--- config.mk ---
export PLATFORM = sky130hd
export DESIGN_NAME = csl_outbuf_flat
export DESIGN_NICKNAME = d
export VERILOG_FILES = /design/src/hdl/csl_pkg.sv /design/src/hdl/csl_out_if.sv /design/src/hdl/csl_outbuf.sv /design/src/flat_wrapper.sv
export SDC_FILE = /design/constraint.sdc
export NUM_CORES = 1
export LEC_CHECK = 0
export BUFFER_PORTS_ARGS = -buffer_cell sky130_fd_sc_hd__buf_4
export CORE_ASPECT_RATIO = 0.8
export CORE_UTILIZATION = 45
export CTS_CLUSTER_DIAMETER = 100
export CTS_CLUSTER_SIZE = 10
export DETAILED_ROUTE_END_ITERATION = 7
export HOLD_SLACK_MARGIN = 0.02
export PLACE_DENSITY_LB_ADDON = 0.12
export SYNTH_ARGS = -nofsm -noshare
export SYNTH_HDL_FRONTEND = slang
export SYNTH_SLANG_ARGS = --single-unit
--- constraint.sdc ---
create_clock -name clk -period 1.45 [get_ports clk]
set_input_delay 0.0725 -clock clk [delete_from_list [all_inputs] [get_ports clk]]
set_output_delay 0.0725 -clock clk [all_outputs]
set_load 0.005 [all_outputs]
--- src/hdl/csl_pkg.sv ---
// Types, constants and per-character lexer functions for comment_strip_lexer.
// No dependencies; used by the top, core, result bank and both bench files.
`default_nettype none
package csl_pkg;

	localparam int TEXT_BYTES    = 8;
	localparam int MAX_TOKEN_LEN = 255;
	localparam int TB_W          = 8 * TEXT_BYTES;
	localparam int CNT_W         = $clog2(MAX_TOKEN_LEN + 2);
	localparam int RES_MAX       = 3;
	localparam int RES_IDX_W     = 2;

	localparam logic [1:0] KIND_TOKEN = 2'd0;
	localparam logic [1:0] KIND_ERROR = 2'd1;
	localparam logic [1:0] KIND_END   = 2'd2;

	localparam logic [2:0] ERR_NONE      = 3'd0;
	localparam logic [2:0] ERR_BAD_CHAR  = 3'd1;
	localparam logic [2:0] ERR_EDGE_DOT  = 3'd2;
	localparam logic [2:0] ERR_LEAD_ZERO = 3'd3;
	localparam logic [2:0] ERR_EXTRA_DOT = 3'd4;

	localparam logic [4:0] CLS_AO     = 5'd8;
	localparam logic [4:0] CLS_RO     = 5'd9;
	localparam logic [4:0] CLS_LO     = 5'd10;
	localparam logic [4:0] CLS_PLUS   = 5'd11;
	localparam logic [4:0] CLS_MINUS  = 5'd12;
	localparam logic [4:0] CLS_TIMES  = 5'd13;
	localparam logic [4:0] CLS_DIV    = 5'd14;
	localparam logic [4:0] CLS_COMMA  = 5'd15;
	localparam logic [4:0] CLS_BRACE  = 5'd16;
	localparam logic [4:0] CLS_SEMI   = 5'd17;
	localparam logic [4:0] CLS_IDENT  = 5'd18;
	localparam logic [4:0] CLS_INT    = 5'd19;
	localparam logic [4:0] CLS_DOUBLE = 5'd20;
	localparam logic [4:0] CLS_UNCLS  = 5'd21;

	// keyword text, first char in low byte; index is the class code
	localparam logic [63:0] KW_TEXT [8] = '{
		64'h0000_0000_0074_6e69, 64'h0000_656c_6275_6f64,
		64'h0000_0066_6e61_6373, 64'h0000_6674_6e69_7270,
		64'h0000_0000_0000_6669, 64'h0000_0000_6e65_6874,
		64'h0000_0065_6c69_6877, 64'h0000_0000_0000_6f64
	};
	localparam int KW_LEN [8] = '{3, 6, 5, 6, 2, 4, 5, 2};

	typedef enum logic [1:0] {CM_NORMAL, CM_BLOCK, CM_LINE} cm_t;
	typedef enum logic [2:0] {LX_IDLE, LX_WORD, LX_NUM, LX_OPEQ, LX_OPREP, LX_DONE} lx_t;

	typedef struct packed {
		cm_t               cmode;
		logic              held;
		logic              star;
		logic              last_sp;
		lx_t               lx;
		logic [TB_W-1:0]   tb;
		logic [CNT_W-1:0]  cnt;
		logic [1:0]        dots;
		logic [7:0]        last_b;
		logic [7:0]        sec_b;
		logic              halted;
	} lst_t;

	localparam lst_t LST_RESET = '0;

	typedef struct packed {
		logic [1:0]  kind;
		logic [4:0]  cls;
		logic [7:0]  len;
		logic [63:0] text;
		logic        trunc;
		logic [2:0]  err;
		logic        last;
	} res_t;

	function automatic logic is_letter(input logic [7:0] c);
		return (c >= "a" && c <= "z") || (c >= "A" && c <= "Z");
	endfunction

	function automatic logic is_digit(input logic [7:0] c);
		return c >= "0" && c <= "9";
	endfunction

	function automatic res_t mk_err(input logic [2:0] code);
		res_t r;
		r = '0;
		r.kind = KIND_ERROR;
		r.err = code;
		return r;
	endfunction

	function automatic void finish_token(inout lst_t s, output res_t r, output logic v);
		logic [4:0] cls;
		logic [7:0] first;
		logic       two;
		logic [2:0] err;
		r = '0;
		v = 1'b0;
		cls = CLS_IDENT;
		err = ERR_NONE;
		first = s.tb[7:0];
		two = s.cnt >= CNT_W'(2);
		case (s.lx)
			LX_IDLE: ;
			LX_WORD: begin
				for (int i = 7; i >= 0; i--)
					if (s.cnt == CNT_W'(KW_LEN[i]) && 64'(s.tb) == KW_TEXT[i])
						cls = 5'(i);
			end
			LX_NUM: begin
				if (first == "." || s.last_b == ".")
					err = ERR_EDGE_DOT;
				else if (first == "0" && s.cnt > CNT_W'(1) && s.sec_b != ".")
					err = ERR_LEAD_ZERO;
				else if (s.dots >= 2'd2)
					err = ERR_EXTRA_DOT;
				cls = (s.dots != 2'd0) ? CLS_DOUBLE : CLS_INT;
			end
			default: begin
				case (first)
					"=": cls = two ? CLS_RO : CLS_AO;
					">", "<": cls = CLS_RO;
					"!": cls = two ? CLS_RO : CLS_LO;
					"&", "|": cls = two ? CLS_LO : CLS_UNCLS;
					"+": cls = CLS_PLUS;
					"-": cls = CLS_MINUS;
					"*": cls = CLS_TIMES;
					"/": cls = CLS_DIV;
					",": cls = CLS_COMMA;
					";": cls = CLS_SEMI;
					default: cls = CLS_BRACE;
				endcase
			end
		endcase
		if (s.lx != LX_IDLE) begin
			v = 1'b1;
			if (err != ERR_NONE) begin
				r = mk_err(err);
				s.halted = 1'b1;
			end else begin
				r.kind = KIND_TOKEN;
				r.cls = cls;
				r.len = (s.cnt > CNT_W'(MAX_TOKEN_LEN)) ? 8'(MAX_TOKEN_LEN) : 8'(s.cnt);
				r.text = 64'(s.tb);
				r.trunc = s.cnt > CNT_W'(TEXT_BYTES);
				s.lx = LX_IDLE;
			end
		end
	endfunction

	function automatic void add_byte(inout lst_t s, input logic [7:0] c);
		for (int i = 0; i < TEXT_BYTES; i++)
			if (s.cnt == CNT_W'(i))
				s.tb[8*i +: 8] = c;
		if (s.cnt == CNT_W'(1))
			s.sec_b = c;
		s.last_b = c;
		if (c == "." && s.dots < 2'd2)
			s.dots = s.dots + 2'd1;
		if (s.cnt <= CNT_W'(MAX_TOKEN_LEN))
			s.cnt = s.cnt + CNT_W'(1);
	endfunction

	function automatic void start_token(inout lst_t s, input logic [7:0] c, input lx_t st);
		s.tb = '0;
		s.tb[7:0] = c;
		s.cnt = CNT_W'(1);
		s.dots = (c == ".") ? 2'd1 : 2'd0;
		s.last_b = c;
		s.sec_b = 8'd0;
		s.lx = st;
	endfunction

	function automatic void lex_char(inout lst_t s, input logic [7:0] c,
			output res_t r0, output logic v0, output res_t r1, output logic v1);
		logic take;
		take = 1'b0;
		r0 = '0;
		r1 = '0;
		v0 = 1'b0;
		v1 = 1'b0;
		case (s.lx)
			LX_WORD:  take = is_letter(c) || is_digit(c);
			LX_NUM:   take = is_digit(c) || c == ".";
			LX_OPEQ:  take = c == "=";
			LX_OPREP: take = c == s.tb[7:0];
			default:  take = 1'b0;
		endcase
		if (take) begin
			add_byte(s, c);
			if (s.lx == LX_OPEQ || s.lx == LX_OPREP)
				s.lx = LX_DONE;
		end else begin
			finish_token(s, r0, v0);
			if (!s.halted && c != " ") begin
				if (is_letter(c))
					start_token(s, c, LX_WORD);
				else if (is_digit(c) || c == ".")
					start_token(s, c, LX_NUM);
				else if (c == "=" || c == ">" || c == "<" || c == "!")
					start_token(s, c, LX_OPEQ);
				else if (c == "&" || c == "|")
					start_token(s, c, LX_OPREP);
				else if (c == "{" || c == "}" || c == ";" || c == "(" || c == ")" ||
						c == "," || c == "+" || c == "-" || c == "*" || c == "/")
					start_token(s, c, LX_DONE);
				else begin
					r1 = mk_err(ERR_BAD_CHAR);
					v1 = 1'b1;
					s.halted = 1'b1;
				end
			end
		end
	endfunction

	function automatic void pass_char(inout lst_t s, input logic [7:0] c,
			output res_t r0, output logic v0, output res_t r1, output logic v1);
		logic [7:0] cc;
		cc = (c == 8'h0a || c == 8'h09 || c == 8'h0d) ? " " : c;
		r0 = '0;
		r1 = '0;
		v0 = 1'b0;
		v1 = 1'b0;
		if (!(cc == " " && s.last_sp)) begin
			s.last_sp = cc == " ";
			lex_char(s, cc, r0, v0, r1, v1);
		end
	endfunction

endpackage
`default_nettype wire

--- src/hdl/csl_out_if.sv ---
// Result channel of comment_strip_lexer: one token, error or end word per handshake.
// Stand-alone interface, no dependencies.
`default_nettype none
interface csl_out_if;
	logic        valid;
	logic        ready;
	logic [1:0]  result_kind;
	logic [4:0]  token_class;
	logic [7:0]  token_length;
	logic [63:0] token_text;
	logic        text_truncated;
	logic [2:0]  error_code;
	logic        last_of_run;

	modport source (output valid, result_kind, token_class, token_length, token_text,
		text_truncated, error_code, last_of_run, input ready);
	modport sink (input valid, result_kind, token_class, token_length, token_text,
		text_truncated, error_code, last_of_run, output ready);
endinterface
`default_nettype wire

--- src/hdl/csl_outbuf.sv ---
// Result register bank: holds the words of one byte and drains them one per handshake.
// Depends on csl_pkg and csl_out_if.
`default_nettype none
module csl_outbuf (
	input  wire logic                         clk,
	input  wire logic                         arst_n,
	input  wire logic                         load,
	input  wire csl_pkg::res_t                res_in [csl_pkg::RES_MAX],
	input  wire logic [csl_pkg::RES_IDX_W-1:0] n_in,
	output logic                              can_load,
	csl_out_if.source                         out
);
	import csl_pkg::*;

	res_t                 buf_q [RES_MAX];
	logic [RES_IDX_W-1:0] cnt_q;
	logic [RES_IDX_W-1:0] rd_q;
	res_t                 cur;

	assign out.valid = rd_q != cnt_q;
	assign can_load = (rd_q == cnt_q) || ((rd_q + 1'b1) == cnt_q && out.ready);
	assign cur = buf_q[rd_q];

	always_ff @(posedge clk or negedge arst_n) begin
		if (!arst_n) begin
			cnt_q <= '0;
			rd_q <= '0;
		end else if (load) begin
			cnt_q <= n_in;
			rd_q <= '0;
		end else if (out.valid && out.ready) begin
			rd_q <= rd_q + 1'b1;
		end
	end

	always_ff @(posedge clk) begin
		if (load)
			buf_q <= res_in;
	end

	assign out.result_kind = cur.kind;
	assign out.token_class = cur.cls;
	assign out.token_length = cur.len;
	assign out.token_text = cur.text;
	assign out.text_truncated = cur.trunc;
	assign out.error_code = cur.err;
	assign out.last_of_run = cur.last;
endmodule
`default_nettype wire

--- src/flat_wrapper.sv ---
// flat-port wrapper written by rule: the top's interface ports become plain ports
module csl_outbuf_flat import csl_pkg::*;
  (clk, arst_n, load, res_in, n_in, can_load, out_valid, out_result_kind, out_token_class, out_token_length, out_token_text, out_text_truncated, out_error_code, out_last_of_run, out_ready);
  csl_out_if out_i ();
  input  wire logic clk;
  input  wire logic arst_n;
  input  wire logic load;
  input  wire csl_pkg::res_t res_in[csl_pkg::RES_MAX];
  input  wire logic [csl_pkg::RES_IDX_W-1:0] n_in;
  output logic can_load;
  output wire logic [$bits(out_i.valid)-1:0] out_valid;
  output wire logic [$bits(out_i.result_kind)-1:0] out_result_kind;
  output wire logic [$bits(out_i.token_class)-1:0] out_token_class;
  output wire logic [$bits(out_i.token_length)-1:0] out_token_length;
  output wire logic [$bits(out_i.token_text)-1:0] out_token_text;
  output wire logic [$bits(out_i.text_truncated)-1:0] out_text_truncated;
  output wire logic [$bits(out_i.error_code)-1:0] out_error_code;
  output wire logic [$bits(out_i.last_of_run)-1:0] out_last_of_run;
  input wire logic [$bits(out_i.ready)-1:0] out_ready;
  assign out_valid = out_i.valid;
  assign out_result_kind = out_i.result_kind;
  assign out_token_class = out_i.token_class;
  assign out_token_length = out_i.token_length;
  assign out_token_text = out_i.token_text;
  assign out_text_truncated = out_i.text_truncated;
  assign out_error_code = out_i.error_code;
  assign out_last_of_run = out_i.last_of_run;
  assign out_i.ready = out_ready;
  csl_outbuf u_core (.clk(clk), .arst_n(arst_n), .load(load), .res_in(res_in), .n_in(n_in), .can_load(can_load), .out(out_i));
endmodule
==> flow_metrics.env, run 1 <==
export IMPL_initial_utilization_pct=46.1
export IMPL_rows=47
export IMPL_synth_distinct_cells=26
export IMPL_cts_hold_buf=245
export IMPL_stop_stage="4_1_cts"
export IMPL_h_tree_depth=1
export IMPL_die_w_um=165
export IMPL_dpl_hpwl_mm=16.6
export IMPL_dp_slack_ns=-0.0859
export IMPL_io_buffers=343
export IMPL_cts_path_max_buffers=3
export IMPL_syn_cell_area_um2=9610
export IMPL_postCtsSetupRepairBufs=9
export IMPL_cts_root_buffer="clkbuf_16"
export IMPL_ys_seq_elements=256
export IMPL_ctsResizeCount=38
export IMPL_boundaryPins=344
export IMPL_routabilityCongestion=0.826
export IMPL_yosysSeqAreaShare_pct=79.8
export IMPL_error="[ERROR RSZ-0060] Max buffer count reached."
export IMPL_cts_inserted_buffers=29
export IMPL_yosys_warnings=0
export IMPL_die_h_um=133
export IMPL_synth_avg_cell_area_um2=17.2
export IMPL_syn_inst=557
export IMPL_cts_sinks=256
export IMPL_run_status="did not finish"
export IMPL_synthesis_nets=815
==> per-stage QoR <==
| step | cells | area (um^2) |
|---|---|---|
| 3_5_place_dp | 1168 | 12700 |
| 3_3_place_gp | 1168 | 12700 |
| 2_1_floorplan | 557 | 9610 |
==> synthesized netlist by cell type <==
master    instances  share of area (%)
and2b_1           1              0.078
nand3b_1          1              0.078
o21ai_1          84                4.4
a311o_1           1               0.10
nand2b_1          1              0.065
a31oi_1           1              0.065
nand2_1          85                3.3
xor2_1            1              0.091
buf_4             2               0.16
buf_6            11                1.3
nand3_1           1              0.052
mux2_2            1               0.12
xnor2_1           2               0.18
edfxtp_1        252                 79
buf_2             8               0.42
a311oi_1          1              0.091
nor2b_1           1              0.065
clkbuf_1          8               0.31
dfrtp_1           4                1.0
nor3_1            1              0.052
a21oi_1           2               0.10
mux2_1            1               0.12
buf_8             1               0.16
and4b_1           1               0.10
nor2_1            1              0.039
mux2i_1          84                8.8
==> cell families after synthesis <==
family	count (synthesis)	synth area share, %
flops	256	79.8
simple gates	93	3.86
mux	86	8.99
compound gates	89	4.74
buf+inv	30	2.33
xor+xnor	3	0.274
==> run 2: changes to the inputs <==
- CORE_ASPECT_RATIO: 0.8 -> default
- CORE_UTILIZATION: 45 -> 30
- CTS_CLUSTER_DIAMETER: 100 -> default
- CTS_CLUSTER_SIZE: 10 -> default
- HOLD_SLACK_MARGIN: 0.02 -> default
- PLACE_DENSITY_LB_ADDON: 0.12 -> 0.15
==> run 2 against run 1 <==
Synthesized area is the same. Synthesized cell count is the same. The flow now finishes, with violations (setup timing).
==> flow_metrics.env, run 2 <==
export IMPL_vdd_ir_drop_max_uv=923
export IMPL_dp_slack_ns=-0.0543
export IMPL_die_h_um=181
export IMPL_power_per_cell_area_nw_per_um2=1140
export IMPL_yosys_warnings=0
export IMPL_io_buffers=343
export IMPL_power_internal_uw=15000
export IMPL_cts_inserted_buffers=29
export IMPL_synthesis_nets=815
export IMPL_fin_ws_ns=-0.578
export IMPL_clock_skew_ns=0.00376
export IMPL_max_slew_margin_rel_pct=69.5
export IMPL_grt_setup_unrepaired="yes"
export IMPL_post_synth_top_count_cell="edfxtp_1"
export IMPL_clock_latency_ns=0.54
export IMPL_max_freq_mhz=493
export IMPL_h_tree_depth=1
export IMPL_fp_dieArea_um2=32700
export IMPL_hold_viol=0
export IMPL_via_per_inst=4.38
export IMPL_synth_top_area_share_pct=78.8
export IMPL_grt_pass1_wl_mm=41.6
export IMPL_synth_avg_cell_area_um2=17.2
export IMPL_clock_power_share_pct=35.1
export IMPL_ys_top_cells_by_area="edfxtp_1 (79%), mux2i_1 (8.8%), o21ai_1 (4.4%), nand2_1 (3.3%), buf_6 (1.3%)"
export IMPL_critPathCaptureType="primary output"
export IMPL_cts_path_max_buffers=3
export IMPL_netlist_top_cells_count="edfxtp_1 (252), nand2_1 (85), mux2i_1 (84), o21ai_1 (84), buf_6 (11)"
export IMPL_syn_inst=557
export IMPL_yosysSeqAreaShare_pct=79.8
export IMPL_final_common_cell="buf_4"
export IMPL_final_layout_size_suffix_gt1_share_pct=40.0
export IMPL_grt_max_degree=52
export IMPL_grt_overflow_total=0
export IMPL_critPathLaunchType="flop"
export IMPL_antenna_found_initial=0
export IMPL_syn_cell_area_um2=9610
export IMPL_drv_slew=0
export IMPL_fillers=2598
export IMPL_p_switching_uw=4470
export IMPL_drc=0
export IMPL_run_status="complete, but fails checks"
export IMPL_die_w_um=181
export IMPL_power_total_uw=19400
export IMPL_rows=65
export IMPL_cts_tree="done"
export IMPL_critPathArrivalTime_ns=1.96
export IMPL_stdcell_count=1642
export IMPL_grt_use_total_pct=16.4
export IMPL_core_um2=31600
export IMPL_clk_pin_slew_ns=0.06
export IMPL_comb_power_share_pct=18.7
export IMPL_dp_cells=1310
export IMPL_max_cap_viol_count=0
export IMPL_area_growth_pct=76.9
export IMPL_ant_nets=0
export IMPL_tns_ns=-44.11
export IMPL_grt_pass1_vias=7766
export IMPL_final_setup_viol_count=86
export IMPL_fin_crit_sh_pct=140
export IMPL_regMostFlops="u_core.buf_q"
export IMPL_initialDrtViolationCount=229
export IMPL_dominantRegCellSynth="edfxtp_1"
export IMPL_async_flop_share_pct=1.56
export IMPL_synth_edf_count=252
export IMPL_initial_utilization_pct=30.4
export IMPL_tightest_slew_ns=0.458
export IMPL_dpl_hpwl_mm=17.8
export IMPL_boundaryPins=344
export IMPL_num_antenna_cells=0
export IMPL_largest_reg_flops=252
export IMPL_violations="setup timing"
export IMPL_hold_path_class="in2reg"
export IMPL_period_minus_slack_ns=2.03
export IMPL_yosys_area_top_type="edfxtp_1"
export IMPL_power_leakage_uw=0.00661
export IMPL_crit_type="reg2out"
export IMPL_cp_max_fo=7
export IMPL_cts_sinks=256
export IMPL_routabilityCongestion=0.761
export IMPL_swShare_pct=23.0
export IMPL_nets=1476
export IMPL_synth_distinct_cells=26
export IMPL_cts_root_buffer="clkbuf_16"
export IMPL_top_regs="u_core.buf_q (252), u_core.cnt_q (2), u_core.rd_q (2)"
export IMPL_drtPass1Iterations=4
export IMPL_routedWlPerCell_um=17.3
export IMPL_final_util_pct=53.9
export IMPL_layout_common_cells="buf_4 (369), dlygate4sd3_1 (258), edfxtp_1 (252)"
export IMPL_seqPwrFrac_pct=46.2
export IMPL_required_ns=1.38
export IMPL_via_count=7198
export IMPL_wl_mm=28.5
export IMPL_ys_seq_elements=256
-- run 2: cell counts after synthesis --
Identical to the previous run, type by type.
-- run 2: layout make-up --
cell class / count / area [um^2] / share of cell area (%)
clock buffers: 46 / 850 / 5.00
clock inverters: 7 / 40.0 / 0.236
multi-input cells: 271 / 1920 / 11.3
flip-flops and latches: 256 / 7670 / 45.2
well taps: 402 / 503 / 2.96
repair buffers: 660 / 6000 / 35.3
-- run 2: metal layers --
| metal | GRT usage, % | share of wire, % | routed length (um) |
|---|---|---|---|
| met3 | 3.99 | 5.9 | 1670 |
| met4 | 5.86 | 3.3 | 937 |
| met2 | 28.9 | 51 | 14400 |
| met1 | 19.4 | 40 | 11500 |
| met5 | 0 | 0 | 0 |
-- run 2: cells by family after synthesis --
family / after synthesis / share of synthesized area [%]
AO/OA/AOI/OAI: 89 / 4.74
XOR/XNOR: 3 / 0.274
buffers and inverters: 30 / 2.33
flip-flops: 256 / 79.8
multiplexers: 86 / 8.99
AND/OR/NAND/NOR: 93 / 3.86
-- run 2: worst max-delay path, stage by stage (launching register included) --
cell and delay (ns):
dfrtp_4 0.49, and2b_4 0.30, buf_12 0.11, buf_12 0.11, buf_16 0.14, nand2_2 0.05
o21ai_1 0.07, buf_4 0.13
-- run 2: stage by stage --
step,instance area [um^2],hold WS [ns]
2_1_floorplan,9610,-0.223
3_3_place_gp,12900,-0.126
3_5_place_dp,12900,-0.126
4_1_cts,16700,0.211
5_1_grt,17000,0.219
6_report,17000,0.241
-- run 2: final timing paths --
path	from	end	slack [ns]	depth (start not counted)
hold / removal	res_in[76]	u_core.buf_q[76]$_DFFE_PP_	0.24	2
setup / recovery	u_core.rd_q[1]$_DFFE_PN0P_	out_token_text[50]	-0.58	7
max in group asynchronous	arst_n	u_core.rd_q[0]$_DFFE_PN0P_	0.78	3
setup reg to reg	u_core.rd_q[1]$_DFFE_PN0P_	u_core.rd_q[0]$_DFFE_PN0P_	0.04	6
min in group asynchronous	arst_n	u_core.rd_q[0]$_DFFE_PN0P_	0.47	3
hold reg to reg	u_core.rd_q[0]$_DFFE_PN0P_	u_core.rd_q[1]$_DFFE_PN0P_	0.69	2
-- run 2: power groups by stage --
stage	Clock, uW	Sequential, uW	Combinational, uW
after floorplan	0	9050	917
after global placement	0	9090	2620
after detailed placement	0	9110	2630
after CTS	7020	8960	3480
after global routing	7280	9020	3900
final	6820	8970	3640
-- run 2: timing repair --
item / CTS / global route
pin swaps: 9 / 7
endpoints found under the setup margin: 87 / 88
gates resized for setup: 26 / 47
cloned: 4 / 7
hold endpoints to repair: 276 / 0
hold buffers: 258 / 0
buffers inserted: 10 / 1
Note: power is estimated with default switching activity, not from simulation.
==> run 3: changes to the inputs <==
- CORE_MARGIN: default -> 2
- REMOVE_ABC_BUFFERS: default -> 1
==> run 3 against run 2 <==
The flow still finishes with violations (setup timing). Sequential cell count unchanged. First-iteration DRC count increased by 42%. Hold slack got worse by 0.0038 ns. Via count decreased by 3.1%. Wire length decreased by 9.7%. Register-to-register slack improved by 0.04 ns. Die area increased by 2.2%. Clock power decreased by 2%. Final area decreased by 3.6%. Worst setup slack improved by 0.027 ns. Critical path depth decreased by 2. Clock skew decreased by 0.0026 ns. Critical endpoint is now out_token_text[13]. Highest routed layer unchanged.
==> flow_metrics.env, run 3 (synthesis results as in run 2) <==
export IMPL_run_status="complete, but fails checks"
export IMPL_violations="setup timing"
export IMPL_critPathArrivalTime_ns=1.93
export IMPL_vdd_ir_drop_max_uv=1030
export IMPL_routedWlPerCell_um=16.0
export IMPL_critPathCaptureType="primary output"
export IMPL_clock_latency_ns=0.54
export IMPL_max_cap_viol_count=0
export IMPL_boundaryPins=344
export IMPL_rows=65
export IMPL_final_common_cell="buf_4"
export IMPL_stdcell_count=1611
export IMPL_critPathLaunchType="flop"
export IMPL_max_slew_margin_rel_pct=69.8
export IMPL_max_stage_delay_ns=0.52
export IMPL_die_w_um=183
export IMPL_tns_ns=-42.57
export IMPL_drtPass1Iterations=4
export IMPL_cts_path_max_buffers=3
export IMPL_dp_cells=1295
export IMPL_clk_pin_slew_ns=0.06
export IMPL_via_count=6977
export IMPL_wl_mm=25.7
export IMPL_area_growth_pct=70.4
export IMPL_crit_type="reg2out"
export IMPL_cts_sinks=256
export IMPL_largest_reg_flops=252
export IMPL_max_freq_mhz=500
export IMPL_die_h_um=183
export IMPL_h_tree_depth=1
export IMPL_final_setup_viol_count=86
export IMPL_hold_path_class="in2reg"
export IMPL_cp_max_fo=38
export IMPL_fin_ws_ns=-0.550
export IMPL_fp_dieArea_um2=33500
export IMPL_drv_slew=0
export IMPL_top_regs="u_core.buf_q (252), u_core.cnt_q (2), u_core.rd_q (2)"
export IMPL_layout_common_cells="buf_4 (359), dlygate4sd3_1 (259), edfxtp_1 (252)"
export IMPL_routabilityCongestion=0.722
export IMPL_ant_nets=0
export IMPL_dpl_hpwl_mm=16.9
export IMPL_cp_cell_sequence="and2b_4 > buf_12 > nand2_1 > o21ai_1 > buf_4"
export IMPL_final_util_pct=51.9
export IMPL_grt_pass1_vias=7476
export IMPL_cts_tree="done"
export IMPL_final_layout_size_suffix_gt1_share_pct=35.4
export IMPL_grt_overflow_total=0
export IMPL_required_ns=1.38
export IMPL_grt_use_total_pct=14.8
export IMPL_dp_slack_ns=-0.00178
export IMPL_grt_pass1_wl_mm=39.0
export IMPL_cts_inserted_buffers=28
export IMPL_cp_top_family="flip-flops"
export IMPL_drc=0
export IMPL_period_minus_slack_ns=2.00
export IMPL_clock_skew_ns=0.00112
export IMPL_cp_num_buf_inv=2
export IMPL_grt_setup_unrepaired="yes"
export IMPL_slowest_stage="dfrtp_4"
export IMPL_power_leakage_uw=0.00632
export IMPL_cts_root_buffer="clkbuf_16"
export IMPL_grt_max_degree=50
export IMPL_initial_utilization_pct=30.4
export IMPL_tightest_slew_ns=0.453
export IMPL_core_um2=31600
export IMPL_power_total_uw=18800
export IMPL_fin_crit_sh_pct=138
export IMPL_initialDrtViolationCount=325
export IMPL_fillers=2661
export IMPL_io_buffers=343
export IMPL_power_per_cell_area_nw_per_um2=1150
export IMPL_antenna_found_initial=1
export IMPL_hold_viol=0
export IMPL_via_per_inst=4.33
export IMPL_nets=1445
export IMPL_regMostFlops="u_core.buf_q"
run 3: per-layer routing:
metal,vias up,share of wire [%],track usage [%]
met5,-,0,0
met4,0,2.8,4.22
met3,43,6.7,3.81
met2,239,51,26.6
met1,3313,40,17.4
li1,3382,-,-
run 3: worst reg2reg max path, stage by stage, from the launching register on:
cell and delay (ns):
dfrtp_2 0.43, mux2_1 0.28, dlygate4sd3_1 0.55
run 3: layout make-up:
| class | count | area, um^2 | share of cell area [%] |
|---|---|---|---|
| clock buffers | 31 | 712 | 4.35 |
| clock inverters | 20 | 153 | 0.932 |
| diodes | 1 | 2.50 | 0.0153 |
| repair buffers | 630 | 5540 | 33.8 |
| flip-flops and latches | 256 | 7680 | 46.9 |
| well taps | 402 | 503 | 3.07 |
| multi-input cells | 271 | 1790 | 10.9 |
run 3: power breakdown:
group | switching [uW] | total (uW) | leakage (uW) | internal, uW
logic | 1280 | 3200 | 0.00339 | 1920
registers | 163 | 8950 | 0.00251 | 8790
clock network | 2820 | 6680 | 0.000417 | 3860
run 3: worst paths after layout:
kind,cells after the start,endpoint,slack (ns),startpoint
max,5,out_token_text[13],-0.55,u_core.rd_q[1]$_DFFE_PN0P_
min reg2reg,2,u_core.cnt_q[0]$_DFFE_PN0P_,0.69,u_core.cnt_q[0]$_DFFE_PN0P_
max reg2reg,2,u_core.cnt_q[1]$_DFFE_PN0P_,0.08,u_core.cnt_q[1]$_DFFE_PN0P_
min,2,u_core.buf_q[22]$_DFFE_PP_,0.24,res_in[22]
min in group asynchronous,3,u_core.rd_q[1]$_DFFE_PN0P_,0.49,arst_n
max in group asynchronous,3,u_core.rd_q[0]$_DFFE_PN0P_,0.75,arst_n
run 3: per-stage QoR:
step / hold WS (ns) / cell area, um^2
6_report: 0.237 / 16400
5_1_grt: 0.213 / 16400
4_1_cts: 0.199 / 16300
3_5_place_dp: -0.117 / 12800
3_3_place_gp: -0.118 / 12800
2_1_floorplan: -0.223 / 9380
run 3: what timing repair did:
action                                 in CTS  in global routing
setup endpoints to repair                  86                 87
resized for setup                          10                  9
pin swaps                                   1                  0
setup buffers                               2                  2
cloned                                      1                  0
hold buffers                              259                  0
endpoints found under the hold margin     275                  0
==> run 4: changes to the inputs <==
- CORE_ASPECT_RATIO: default -> 1.5
==> run 4 against run 3 <==
The run still ends with setup timing left. Clock skew increased by 0.0084 ns. Largest cell class unchanged. Highest routed layer unchanged. Critical path depth unchanged. Die area about the same. Non-clock buffer count is 6 higher. Wire length up 11%. Hold slack improved by 0.013 ns. Global-route usage up 1.6 points. Maximum frequency up 1.3%. Sequential power about the same. Sequential share of layout area fell by 0.14 points.
==> flow_metrics.env, run 4 (synthesis results as in run 2) <==
export IMPL_run_status="complete, but fails checks"
export IMPL_violations="setup timing"
export IMPL_layout_common_cells="buf_4 (360), dlygate4sd3_1 (258), edfxtp_1 (252)"
export IMPL_period_minus_slack_ns=1.97
export IMPL_power_total_uw=18600
export IMPL_max_slew_margin_rel_pct=76.0
export IMPL_fin_crit_sh_pct=136
export IMPL_clock_skew_ns=0.00951
export IMPL_via_count=7110
export IMPL_required_ns=1.38
export IMPL_clock_latency_ns=0.53
export IMPL_cp_num_buf_inv=2
export IMPL_initial_utilization_pct=30.4
export IMPL_cts_path_max_buffers=3
export IMPL_crit_type="reg2out"
export IMPL_vdd_ir_drop_max_uv=905
export IMPL_cts_inserted_buffers=26
export IMPL_io_buffers=343
export IMPL_grt_overflow_total=0
export IMPL_critPathArrivalTime_ns=1.90
export IMPL_drc=0
export IMPL_slowest_stage="dfrtp_4"
export IMPL_max_stage_delay_ns=0.51
export IMPL_cp_max_fo=25
export IMPL_dpl_cell_area_um2=12900
export IMPL_fillers=2704
export IMPL_routedWlPerCell_um=17.5
export IMPL_final_common_cell="buf_4"
export IMPL_h_tree_depth=1
export IMPL_final_layout_size_suffix_gt1_share_pct=35.6
export IMPL_clk_pin_slew_ns=0.06
export IMPL_power_leakage_uw=0.00634
export IMPL_largest_reg_flops=252
export IMPL_boundaryPins=344
export IMPL_dpl_hpwl_mm=18.3
export IMPL_nets=1449
export IMPL_core_um2=31600
export IMPL_tightest_slew_ns=0.361
export IMPL_ant_nets=0
export IMPL_max_cap_viol_count=0
export IMPL_grt_setup_unrepaired="yes"
export IMPL_via_per_inst=4.38
export IMPL_wl_mm=28.5
export IMPL_grt_pass1_vias=7879
export IMPL_grt_pass1_wl_mm=41.6
export IMPL_rows=80
export IMPL_regMostFlops="u_core.buf_q"
export IMPL_area_growth_pct=70.9
export IMPL_grt_use_total_pct=16.4
export IMPL_routabilityCongestion=0.746
export IMPL_power_per_cell_area_nw_per_um2=1130
export IMPL_cts_root_buffer="clkbuf_16"
export IMPL_hold_viol=0
export IMPL_fp_dieArea_um2=33500
export IMPL_drv_slew=0
export IMPL_critPathCaptureType="primary output"
export IMPL_cp_top_family="flip-flops"
export IMPL_cts_sinks=256
export IMPL_max_freq_mhz=507
export IMPL_post_route_cell_area_um2=16400
export IMPL_cp_cell_sequence="and2b_4 > buf_12 > nand2_1 > o21ai_1 > buf_4"
export IMPL_timing_hold_ws_ns=0.250
export IMPL_die_w_um=150
export IMPL_final_setup_viol_count=86
export IMPL_drtPass1Iterations=4
export IMPL_antenna_found_initial=4
export IMPL_top_regs="u_core.buf_q (252), u_core.cnt_q (2), u_core.rd_q (2)"
export IMPL_initialDrtViolationCount=244
export IMPL_hold_path_class="in2reg"
export IMPL_cts_tree="done"
export IMPL_critPathLaunchType="flop"
export IMPL_die_h_um=223
export IMPL_fin_ws_ns=-0.524
export IMPL_grt_max_degree=53
-- run 4: cell count changes in the layout (fill, tap and decap cells not counted), moves of 3 or more --
cell,previous run,this run
mux2i_1,80,83
buf_12,9,13
mux2i_2,4,1
diode_2,1,5
-- run 4: path summary, 6_finish.rpt --
path / start / to / slack (ns) / depth (start not counted)
setup / recovery: u_core.rd_q[1]$_DFFE_PN0P_ / out_token_text[20] / -0.52 / 5
hold / removal: res_in[118] / u_core.buf_q[118]$_DFFE_PP_ / 0.25 / 2
setup reg to reg: u_core.rd_q[0]$_DFFE_PN0P_ / u_core.rd_q[0]$_DFFE_PN0P_ / 0.07 / 4
min in group asynchronous: arst_n / u_core.rd_q[0]$_DFFE_PN0P_ / 0.51 / 3
hold reg to reg: u_core.cnt_q[1]$_DFFE_PN0P_ / u_core.cnt_q[1]$_DFFE_PN0P_ / 0.63 / 1
max in group asynchronous: arst_n / u_core.rd_q[1]$_DFFE_PN0P_ / 0.71 / 3
-- run 4: layout make-up --
type / instances / area [um^2] / area share, %
multi-input combinational: 271 / 1780 / 10.8
timing repair buffer: 636 / 5650 / 34.4
sequential: 256 / 7680 / 46.7
clock inverter: 17 / 108 / 0.655
antenna: 5 / 12.5 / 0.0762
clock buffer: 29 / 683 / 4.16
tap: 410 / 513 / 3.12
-- run 4: repair_timing --
| item | in CTS | in global routing |
|---|---|---|
| hold buffers | 258 | 0 |
| endpoints found under the setup margin | 86 | 86 |
| gates resized for setup | 8 | 9 |
| endpoints found under the hold margin | 278 | 0 |
| setup buffers | 4 | 0 |
| pin swaps | 1 | 2 |
| gates cloned | 2 | 0 |
-- run 4: per-layer routing --
metal / GRT usage [%] / vias up / share of wire (%)
met5: 0 / - / 0
met4: 6.97 / 0 / 3.5
met3: 2.37 / 54 / 4.5
met2: 33.1 / 220 / 58
met1: 16.0 / 3444 / 34
li1: - / 3392 / -
-- run 4: stage by stage --
step,TNS (ns),setup WS [ns],utilization [%],instances
final,-40.76,-0.524,51.9,1624
after global routing,-48.65,-0.607,51.9,1624
after CTS,-44.91,-0.564,51.9,1620
after detailed placement,-0.0156,-0.0156,40.7,1310
after global placement,-0.0157,-0.0157,40.7,1310
after floorplan,-241.31,-2.77,-,527
-- run 4: power breakdown --
group | leakage [uW] | total, uW | switching [uW] | internal [uW]
Clock | 0.000384 | 6320 | 2770 | 3550
Combinational | 0.00345 | 3350 | 1350 | 2000
Sequential | 0.00251 | 8950 | 168 | 8780
